===== config.mk =====
export PLATFORM = sky130hd
export DESIGN_NAME = psg_frame_ring_player_core
export DESIGN_NICKNAME = d
export VERILOG_FILES = /design/src/rtl/psg_frp_pkg.sv /design/src/rtl/psg_frp_ram.sv /design/src/rtl/psg_frp_front.sv /design/src/rtl/psg_frp_back.sv /design/src/rtl/psg_frame_ring_player_core.sv
export VERILOG_INCLUDE_DIRS = /design/src /design/src/rtl
export SDC_FILE = /design/constraint.sdc
export NUM_CORES = 2
export LEC_CHECK = 0
export BUFFER_PORTS_ARGS = -buffer_cell sky130_fd_sc_hd__buf_2
export CORE_MARGIN = 2
export CORE_UTILIZATION = 45
export DETAILED_ROUTE_END_ITERATION = 7
export PLACE_DENSITY_LB_ADDON = 0.05
export SKIP_CTS_REPAIR_TIMING = 1
export SLEW_MARGIN = 40
export SYNTH_ARGS = -nofsm -noshare
export SYNTH_HDL_FRONTEND = slang
export SYNTH_MEMORY_MAX_BITS = 65536
export SYNTH_SLANG_ARGS = --single-unit

===== constraint.sdc =====
create_clock -name i_clk -period 7.1 [get_ports i_clk]
set_clock_uncertainty 0.05 [all_clocks]
set_input_delay 1.775 -clock i_clk [delete_from_list [all_inputs] [get_ports i_clk]]
set_output_delay 1.775 -clock i_clk [all_outputs]
set_load 0.1 [all_outputs]

===== src/rtl/psg_frame_ring_player_core_assert.svh =====
// Assertion macros used by the RTL back end (psg_frp_back).
`ifndef PSG_FRAME_RING_PLAYER_CORE_ASSERT_SVH
`define PSG_FRAME_RING_PLAYER_CORE_ASSERT_SVH

`ifndef SYNTHESIS
`define PFR_ASSERT_IMPL(label, clk, rst_n, ante, cons) \
    label: assert property (@(posedge clk) disable iff (!rst_n) (ante) |-> (cons)) \
        else $error("psg frame ring player: implication check failed");
`define PFR_ASSERT_HOLDS(label, clk, rst_n, expr) \
    label: assert property (@(posedge clk) disable iff (!rst_n) (expr)) \
        else $error("psg frame ring player: invariant check failed");
`else
`define PFR_ASSERT_IMPL(label, clk, rst_n, ante, cons)
`define PFR_ASSERT_HOLDS(label, clk, rst_n, expr)
`endif

`endif


===== src/rtl/psg_frp_pkg.sv =====
package psg_frp_pkg;

    localparam logic OP_RX_BYTE    = 1'b0;
    localparam logic OP_FRAME_TICK = 1'b1;

    localparam int QUEUE_DEPTH = 4;
    localparam int QUEUE_AW    = $clog2(QUEUE_DEPTH);

    localparam logic [7:0] MASK_NIBBLE = 8'h0f;
    localparam logic [7:0] MASK_FIVE   = 8'h1f;
    localparam logic [7:0] MASK_FULL   = 8'hff;

    typedef struct packed {
        logic       opcode;
        logic [7:0] rx_byte;
    } t_in_item;

    typedef struct packed {
        logic [3:0] reg_addr;
        logic [7:0] reg_value;
        logic       last_write;
        logic       refill_request;
    } t_out_item;

    typedef struct packed {
        logic       is_frame;
        logic [7:0] data;
    } t_cmd;

    typedef struct packed {
        logic valid;
        t_cmd cmd;
    } t_cmd_chan;

    function automatic logic [7:0] reg_mask(input logic [3:0] reg_idx);
        logic [7:0] m;
        case (reg_idx)
            4'd1, 4'd3, 4'd5, 4'd13: m = MASK_NIBBLE;
            4'd6, 4'd8, 4'd9, 4'd10: m = MASK_FIVE;
            default:                 m = MASK_FULL;
        endcase
        return m;
    endfunction

endpackage


===== src/rtl/psg_frp_ram.sv =====
module psg_frp_ram #(
    parameter int WIDTH = 8,
    parameter int DEPTH = 512
) (
    input  logic                     i_clk,
    input  logic                     i_we,
    input  logic [$clog2(DEPTH)-1:0] i_waddr,
    input  logic [WIDTH-1:0]         i_wdata,
    input  logic                     i_re,
    input  logic [$clog2(DEPTH)-1:0] i_raddr,
    output logic [WIDTH-1:0]         o_rdata
);

    logic [WIDTH-1:0] r_mem [DEPTH];
    logic [WIDTH-1:0] r_rdata;

    always_ff @(posedge i_clk) begin
        if (i_we) begin
            r_mem[i_waddr] <= i_wdata;
        end
        if (i_re) begin
            r_rdata <= r_mem[i_raddr];
        end
    end

    assign o_rdata = r_rdata;

endmodule


===== src/rtl/psg_frp_front.sv =====
module psg_frp_front
    import psg_frp_pkg::*;
(
    input  logic      i_clk,
    input  logic      i_rst_n,
    input  logic      i_in_valid,
    output logic      o_in_ready,
    input  t_in_item  i_in_data,
    output t_cmd_chan o_cmd,
    input  logic      i_cmd_pop
);

    t_cmd                  r_mem [QUEUE_DEPTH];
    logic [QUEUE_AW-1:0]   r_wr_idx, n_wr_idx;
    logic [QUEUE_AW-1:0]   r_rd_idx, n_rd_idx;
    logic [QUEUE_AW:0]     r_count, n_count;
    logic                  push;
    t_cmd                  cmd_in;

    assign o_in_ready = (r_count != (QUEUE_AW+1)'(QUEUE_DEPTH));
    assign push       = i_in_valid && o_in_ready;

    // classify: frame tick or data byte for the ring
    assign cmd_in.is_frame = (i_in_data.opcode == OP_FRAME_TICK);
    assign cmd_in.data     = i_in_data.rx_byte;

    assign o_cmd.valid = (r_count != '0);
    assign o_cmd.cmd   = r_mem[r_rd_idx];

    always_comb begin
        n_wr_idx = push ? r_wr_idx + 1'b1 : r_wr_idx;
        n_rd_idx = i_cmd_pop ? r_rd_idx + 1'b1 : r_rd_idx;
        n_count  = r_count;
        if (push && !i_cmd_pop) begin
            n_count = r_count + 1'b1;
        end else if (!push && i_cmd_pop) begin
            n_count = r_count - 1'b1;
        end
    end

    always_ff @(posedge i_clk) begin
        if (!i_rst_n) begin
            r_wr_idx <= '0;
            r_rd_idx <= '0;
            r_count  <= '0;
        end else begin
            r_wr_idx <= n_wr_idx;
            r_rd_idx <= n_rd_idx;
            r_count  <= n_count;
        end
    end

    always_ff @(posedge i_clk) begin
        if (push) begin
            r_mem[r_wr_idx] <= cmd_in;
        end
    end

endmodule


===== src/rtl/psg_frp_back.sv =====
`include "psg_frame_ring_player_core_assert.svh"

module psg_frp_back
    import psg_frp_pkg::*;
#(
    parameter int RING_DEPTH     = 512,
    parameter int REGS_PER_FRAME = 14,
    parameter int FRAME_STRIDE   = 16
) (
    input  logic      i_clk,
    input  logic      i_rst_n,
    input  t_cmd_chan i_cmd,
    output logic      o_cmd_pop,
    output logic      o_out_valid,
    input  logic      i_out_ready,
    output t_out_item o_out_data
);

    localparam int PW   = $clog2(RING_DEPTH);
    localparam int SKIP = (FRAME_STRIDE > REGS_PER_FRAME) ? FRAME_STRIDE - REGS_PER_FRAME : 0;
    localparam logic [PW:0]   DEPTH_X   = (PW+1)'(RING_DEPTH);
    localparam logic [PW:0]   LAST_STEP = (PW+1)'(SKIP + 1);
    localparam logic [PW:0]   ONE_STEP  = (PW+1)'(1);
    localparam logic [PW-1:0] HALF      = PW'(RING_DEPTH / 2);
    localparam logic [PW-1:0] PTR_MAX   = PW'(RING_DEPTH - 1);
    localparam logic [3:0]    LAST_IDX  = 4'(REGS_PER_FRAME - 1);

    typedef enum logic [1:0] {
        ST_IDLE = 2'b01,
        ST_RUN  = 2'b10
    } t_back_state;

    t_back_state r_state, n_state;
    logic [PW-1:0] r_wr_ptr, n_wr_ptr;
    logic [PW-1:0] r_rd_ptr, n_rd_ptr;
    logic [3:0]    r_reg_idx, n_reg_idx;

    // read stage: RAM output register plus its tags
    logic          r_rd_valid, n_rd_valid;
    logic [3:0]    r_rd_addr, n_rd_addr;
    logic          r_rd_last, n_rd_last;
    logic          r_rd_refill, n_rd_refill;

    logic          r_out_valid, n_out_valid;
    t_out_item     r_out, n_out;

    logic          out_free, rd_free, issue, is_last, refill, ram_we;
    logic [PW:0]   ptr_sum;
    logic [PW-1:0] ptr_next;
    logic [7:0]    ram_rdata;

    assign out_free  = !r_out_valid || i_out_ready;
    assign rd_free   = !r_rd_valid || out_free;
    assign issue     = (r_state == ST_RUN) && rd_free;
    assign is_last   = (r_reg_idx == LAST_IDX);
    assign o_cmd_pop = i_cmd.valid && (r_state == ST_IDLE);
    assign ram_we    = o_cmd_pop && !i_cmd.cmd.is_frame;

    assign ptr_sum  = {1'b0, r_rd_ptr} + (is_last ? LAST_STEP : ONE_STEP);
    assign ptr_next = (ptr_sum >= DEPTH_X) ? PW'(ptr_sum - DEPTH_X) : PW'(ptr_sum);
    assign refill   = (ptr_next == '0) || (ptr_next == HALF);

    psg_frp_ram #(
        .WIDTH(8),
        .DEPTH(RING_DEPTH)
    ) u_ring (
        .i_clk  (i_clk),
        .i_we   (ram_we),
        .i_waddr(r_wr_ptr),
        .i_wdata(i_cmd.cmd.data),
        .i_re   (issue),
        .i_raddr(r_rd_ptr),
        .o_rdata(ram_rdata)
    );

    always_comb begin
        n_state     = r_state;
        n_wr_ptr    = r_wr_ptr;
        n_rd_ptr    = r_rd_ptr;
        n_reg_idx   = r_reg_idx;
        n_rd_valid  = r_rd_valid;
        n_rd_addr   = r_rd_addr;
        n_rd_last   = r_rd_last;
        n_rd_refill = r_rd_refill;
        n_out_valid = r_out_valid;
        n_out       = r_out;

        case (r_state)
            ST_IDLE: begin
                if (o_cmd_pop) begin
                    if (i_cmd.cmd.is_frame) begin
                        n_state   = ST_RUN;
                        n_reg_idx = '0;
                    end else begin
                        n_wr_ptr = (r_wr_ptr == PTR_MAX) ? '0 : r_wr_ptr + 1'b1;
                    end
                end
            end
            ST_RUN: begin
                if (issue) begin
                    n_rd_ptr  = ptr_next;
                    n_reg_idx = r_reg_idx + 1'b1;
                    if (is_last) begin
                        n_state = ST_IDLE;
                    end
                end
            end
            default: begin
                n_state = ST_IDLE;
            end
        endcase

        if (rd_free) begin
            n_rd_valid  = issue;
            n_rd_addr   = r_reg_idx;
            n_rd_last   = is_last;
            n_rd_refill = is_last && refill;
        end

        if (out_free) begin
            n_out_valid = r_rd_valid;
            if (r_rd_valid) begin
                n_out.reg_addr       = r_rd_addr;
                n_out.reg_value      = ram_rdata & reg_mask(r_rd_addr);
                n_out.last_write     = r_rd_last;
                n_out.refill_request = r_rd_refill;
            end
        end
    end

    always_ff @(posedge i_clk) begin
        if (!i_rst_n) begin
            r_state     <= ST_IDLE;
            r_wr_ptr    <= '0;
            r_rd_ptr    <= '0;
            r_reg_idx   <= '0;
            r_rd_valid  <= 1'b0;
            r_out_valid <= 1'b0;
        end else begin
            r_state     <= n_state;
            r_wr_ptr    <= n_wr_ptr;
            r_rd_ptr    <= n_rd_ptr;
            r_reg_idx   <= n_reg_idx;
            r_rd_valid  <= n_rd_valid;
            r_out_valid <= n_out_valid;
        end
    end

    always_ff @(posedge i_clk) begin
        r_rd_addr   <= n_rd_addr;
        r_rd_last   <= n_rd_last;
        r_rd_refill <= n_rd_refill;
        r_out       <= n_out;
    end

    assign o_out_valid = r_out_valid;
    assign o_out_data  = r_out;

    `PFR_ASSERT_IMPL(a_refill_on_last, i_clk, i_rst_n, r_out_valid && r_out.refill_request, r_out.last_write)
    `PFR_ASSERT_IMPL(a_idx_in_frame, i_clk, i_rst_n, r_state == ST_RUN, r_reg_idx <= LAST_IDX)
    `PFR_ASSERT_HOLDS(a_ptrs_in_ring, i_clk, i_rst_n, (r_rd_ptr <= PTR_MAX) && (r_wr_ptr <= PTR_MAX))
    `PFR_ASSERT_IMPL(a_no_pop_in_frame, i_clk, i_rst_n, o_cmd_pop, (r_state == ST_IDLE) && !issue)

endmodule


===== src/rtl/psg_frame_ring_player_core.sv =====
// Channel   Dir  Handshake                    Payload
// in        in   i_in_valid / o_in_ready      i_in_data  (opcode, rx_byte)
// out       out  o_out_valid / i_out_ready    o_out_data (reg_addr, reg_value,
//                                                         last_write, refill_request)
// Serial byte: written to the ring by the back end when popped; no output transfer.
// Frame tick: after the pop, REGS_PER_FRAME ring reads on the single RAM read
// port, paused by output stalls; each passes the read stage, then the output register.
// A 4-entry command queue sits between input and back end; input stalls only when full.
// Output stall freezes the read stage and output register; no transfer is lost.
// Reset is synchronous; ring contents are not cleared.
module psg_frame_ring_player_core
    import psg_frp_pkg::*;
#(
    parameter int RING_DEPTH     = 512,
    parameter int REGS_PER_FRAME = 14,
    parameter int FRAME_STRIDE   = 16
) (
    input  logic      i_clk,
    input  logic      i_rst_n,
    input  logic      i_in_valid,
    output logic      o_in_ready,
    input  t_in_item  i_in_data,
    output logic      o_out_valid,
    input  logic      i_out_ready,
    output t_out_item o_out_data
);

    t_cmd_chan cmd_chan;
    logic      cmd_pop;

    psg_frp_front u_front (
        .i_clk     (i_clk),
        .i_rst_n   (i_rst_n),
        .i_in_valid(i_in_valid),
        .o_in_ready(o_in_ready),
        .i_in_data (i_in_data),
        .o_cmd     (cmd_chan),
        .i_cmd_pop (cmd_pop)
    );

    psg_frp_back #(
        .RING_DEPTH    (RING_DEPTH),
        .REGS_PER_FRAME(REGS_PER_FRAME),
        .FRAME_STRIDE  (FRAME_STRIDE)
    ) u_back (
        .i_clk      (i_clk),
        .i_rst_n    (i_rst_n),
        .i_cmd      (cmd_chan),
        .o_cmd_pop  (cmd_pop),
        .o_out_valid(o_out_valid),
        .i_out_ready(i_out_ready),
        .o_out_data (o_out_data)
    );

endmodule


; Yosys cells after proc, flatten, opt, wreduce, memory -nomap -nowiden
; Memories as Yosys holds them, arrays and structs flattened. A register that Yosys moved wholly into a read port is not among the register bits.
; Index checks and enable logic that the tools add are counted.
[word_totals]
output_inout_bits = 16
n_memories = 3
rom_bits = 64
wordCells = 87
inputBits = 13
regBits = 53
ramBits = 4132
[classes]
n_bitwise = 2
n_mux = 23
n_eq_ne = 10
addsub = 8
reduce_logical = 24
order_cmp = 1
[mem_list]
columns = name, depth, word_bits, read_ports, rd_clocked_by_memory_dff, wr, line_no
row1 = u_back.u_ring.r_mem, 512, 8, 1, 1, 1, psg_frp_ram.sv:14  ; logic [WIDTH-1:0] r_mem [DEPTH];
row2 = (no name shown), 16, 4, 1, 1, 0, psg_frp_pkg.sv:37  ; case (reg_idx)
row3 = u_front.r_mem, 4, 9, 1, 1, 1, psg_frp_front.sv:13  ; t_cmd r_mem [QUEUE_DEPTH];
[op_table]
columns = cell, n
row1 = $eq 9x9->1 const B, 2
row2 = $mux 9, 2
row3 = $mux 4, 4
row4 = $mux 8, 2
row5 = $mux 2, 7
row6 = $add 9x2->10, 1
row7 = $ge 10x10->1 const B, 1
row8 = $add 9x1->9 const B, 1
row9 = $logic_not 9->1, 1
row10 = $sub 9x1->9 const B, 1
row11 = $and 8x8->8, 1
row12 = $ne 2x1->1 const B, 4
row13 = $pmux 4 s2, 1
row14 = $reduce_and 4->1, 2
row15 = $logic_and 1x1->1, 7
row16 = $mux 3, 2
row17 = $logic_not 1->1, 5
row18 = $add 2x1->2 const B, 2
row19 = $add 4x1->4 const B, 1
row20 = $eq 4x4->1 const B, 1
row21 = $mux 1, 4
row22 = $pmux 2 s2, 1
row23 = $reduce_and 2->1, 2
row24 = $reduce_bool 2->1, 2
row25 = 9 further kinds, 11

; Logic depth before layout (Yosys ltp)
[depth]
word_depth = 8
depth_mapped = 15
depth_no_buf = 10

; Modules after synthesis
; Synthesis repeated with hierarchy kept, for this count alone.
[hier_totals]
cells_unflattened = 8325
hier_area_um2 = 163993.5
[by_module_without_submodules]
columns = module, seq_area_each_um2, area_per_inst_um2, cells_each, n_inst
row1 = psg_frp_ram, 123238.2, 160007.2, 8030, 1
row2 = psg_frp_back, 1161.1, 2213.4, 200, 1
row3 = psg_frp_front, 1261.2, 1773.0, 95, 1

; Least setup slack after synthesis
; No wires, ideal clock.
[synth_timing]
path_type = reg2reg
startpoint = register (tool-made name)
endpoint = memory u_back.u_ring.r_mem[0][0], data pin
path_slack_ns = 1.726
stages_incl_launch_ff = 3
t_arrival_ns = 4.421
t_required_ns = 6.147
n_path_buf = 1
setup_time_ns = 0.903
path_cell_list = dfxtp_1 > clkbuf_1 > mux4_2
[synth_rtl]
columns = item, line_no
row1 = to (decl), psg_frp_ram.sv:14

==> metrics.cfg <==
[status]
outcome = complete, no violations

[routing]
via_per_inst = 6.21
vias = 80629
drc = 0
drtAntennaViolNets = 0
routed_wl_um = 489000
routedWlPerCell_um = 37.6
drt_iter0_markers = 10171
firstDrtPassIters = 8

[hold_path]
min_path_cells = 0
hold_class = reg2reg

[place]
gp_congestion = 0.828
place_ws_ns = 2.01
placed_area_sq_um = 170000
place_hpwl_um = 300000
io_buffers = 28
dp.cells = 12162

[finish]
areaGrowthSynthToFinish_pct = 13.6
fillCellCount = 28257
design_area_sq_um = 185000
drive_above_1_share = 0.281
fin_nets = 7846
fin_cells = 12991

[floorplanning]
die_h_um = 606
die_area_sq_um = 367000
die_w_um = 606
start_util = 0.451
io_pins = 29
rows = 221
coreArea_sq_um = 361000

[global_routing]
gr-total-overflow = 0
grt_max_degree = 150
grt_pass1_vias = 80566
grt_use_total = 0.266
grt_first_pass_wirelength_um = 674000
antenna_found_initial = 31

[logic_synthesis]
syn_inst = 7549
synth-seq-cells = 4197
ys_seq_area_frac = 0.771
avgSynthCellArea_sq_um = 21.6
syn_nets = 7578
synth_edf_count = 4160
yosys_warnings = 0
synth_area_sq_um = 163000
postSynth.asyncResetShare = 0
synth_cell_types = 81
synth_ff_type = edfxtp_1

[pwr]
ir_worst_vdd_mv = 0.289
p_per_area_nw_per_um2 = 325
power_leakage_uw = 0.0556
power_uw = 60300

[sta]
slew_viol_final = 0
fin_crit_sh = 0.677
timing.fmax_mhz = 208
setup_violations = 0
fin_setup_tns_ns = 0
fin_crit_ns = 4.81
final_hold_viol_count = 0
max_slew.worst_pin.slew_ns = 1.00
maxSlewHeadroom = 0.333
rsz0062_at_grt = false
timing.final.ws_setup_ns = 2.29

[critical_path]
end_kind = flop
critPathKind = reg2reg
required_ns = 7.88
reg2reg_depth = 9
critPathMaxFanout = 53
crit_path_frequent_cell = o221ai_1
slowest_delay_ns = 0.82
worst_ep_arrival_time_ns = 5.59
worst_setup_path_start_kind = flop
path_cells = buf_12 > nor2b_4 > buf_4 > a22oi_1 > a41o_1 > o221ai_1 > o221ai_1 > nor2_1 > o32a_1
slowest_stage = dfxtp_4

[clock_network]
cts_max_path_buffers = 4
clock_latency_ns = 1.00
htreeDepth = 5
clock-sinks = 4197
cts_tree = built
cts-root-buf = clkbuf_16
clk_pin_slew_worst_paths_ns = 0.06
numCtsBuffers = 438

[flow_run]
drv_cap = 0

worst max-delay path, delay by kind of cell, from the launching register on:
| family | cells | cell delay (ns) |
|---|---|---|
| DFF | 1 | 0.82 |
| buffers and inverters | 2 | 0.89 |
| and+or+nand+nor | 2 | 1.12 |
| AOI/OAI and AO/OA | 5 | 1.59 |
cell type report:
class | count | area [sq um] | share of cell area
sequential | 4197 | 126000 | 0.678
multi-input combinational | 2865 | 35700 | 0.193
clock buffer | 542 | 11600 | 0.0628
tap | 4794 | 6000 | 0.0324
timing repair buffer | 293 | 3150 | 0.0170
clock inverter | 267 | 2930 | 0.0158
inverter | 22 | 103 | 0.000554
antenna | 11 | 27.5 | 0.000149
worst paths after layout:
kind                      startpoint                  endpoint  slack (ns)
setup / recovery  u_back.r_rd_ptr[3]  u_back.u_ring.o_rdata[5]        2.29
setup reg to reg  u_back.r_rd_ptr[3]  u_back.u_ring.o_rdata[5]        2.29
hold / removal    u_back.r_rd_refill      u_back.o_out_data[0]        0.37
hold reg to reg   u_back.r_rd_refill      u_back.o_out_data[0]        0.37
per-layer routing:
layer | GRT usage | share of wire | up-vias
met5 | 0 | 0.000039 | -
met4 | 0.0658 | 0.026 | 2
met3 | 0.0500 | 0.079 | 611
met2 | 0.416 | 0.47 | 3571
met1 | 0.389 | 0.42 | 44292
li1 | - | - | 32153
cells by family after synthesis:
| family | count (synthesis) | synth area share |
|---|---|---|
| AOI/OAI and AO/OA | 498 | 0.0210 |
| DFF | 4197 | 0.771 |
| and+or+nand+nor | 949 | 0.0241 |
| xor gates and xnor gates | 25 | 0.00134 |
| muxes | 1376 | 0.165 |
| buffers and inverters | 487 | 0.0164 |
| adders and majority gates | 17 | 0.00134 |
state kept, by name (all words and copies together) (netlist names), 2 cells and up, named ones only:
name                   count
u_back.o_out_data         14
u_back.r_rd_addr           4
u_back.r_rd_ptr            9
u_back.r_reg_idx           4
u_back.r_state             2
u_back.r_wr_ptr            9
u_back.u_ring.o_rdata      8
u_back.u_ring.r_mem     4096
u_front.r_count            3
u_front.r_mem             36
u_front.r_rd_idx           2
u_front.r_wr_idx           2
placed cells by master (no fill, tap or decap), types with 49 or more instances in the layout:
| cell type | instances |
|---|---|
| nor2_1 | 381 |
| nand2_1 | 166 |
| clkbuf_1 | 85 |
| mux4_2 | 1038 |
| edfxtp_1 | 4160 |
| clkbuf_16 | 447 |
| nor2_2 | 211 |
| o22ai_1 | 49 |
| clkinv_1 | 88 |
| mux2i_1 | 314 |
| bufinv_16 | 58 |
| a21oi_1 | 91 |
| clkinv_2 | 83 |
| o21ai_0 | 75 |
| buf_12 | 70 |
| o221ai_1 | 51 |
| buf_4 | 185 |
synthesized netlist by cell type, drive strengths merged (13+ instances only):
| library cell | instances | area [sq um] |
|---|---|---|
| a211oi | 30 | 225 |
| nor2b | 20 | 125 |
| buf | 257 | 1810 |
| a21oi | 91 | 455 |
| and3 | 15 | 93.8 |
| inv | 19 | 71.3 |
| a221oi | 33 | 289 |
| mux2i | 314 | 3140 |
| o21ai | 82 | 410 |
| edfxtp | 4160 | 125000 |
| mux4 | 1049 | 23600 |
| o22ai | 49 | 307 |
| o211ai | 18 | 135 |
| dfxtp | 37 | 741 |
| a31oi | 24 | 150 |
| a22oi | 37 | 278 |
| xnor2 | 17 | 149 |
| nand3 | 49 | 245 |
| and2 | 26 | 163 |
| clkbuf | 208 | 782 |
| mux2 | 13 | 146 |
| nor2 | 595 | 2230 |
| ha | 15 | 188 |
| o221ai | 51 | 447 |
| nand2 | 192 | 721 |
| a2111oi | 13 | 114 |
metrics by stage:
stage	hold WS, ns	util
after floorplan	0.350	-
after global placement	0.352	0.469
after detailed placement	0.357	0.471
after CTS	0.371	0.511
after global routing	0.387	0.513
final	0.369	0.513
power by group:
group	switching [uW]	total (uW)	leakage, uW	internal [uW]
registers	57.3	30700	0.0377	30600
clock network	9680	23400	0.00710	13700
logic	5120	6210	0.0108	1090
total	14900	60300	0.0556	45400
(Power assumes the default switching activity.)
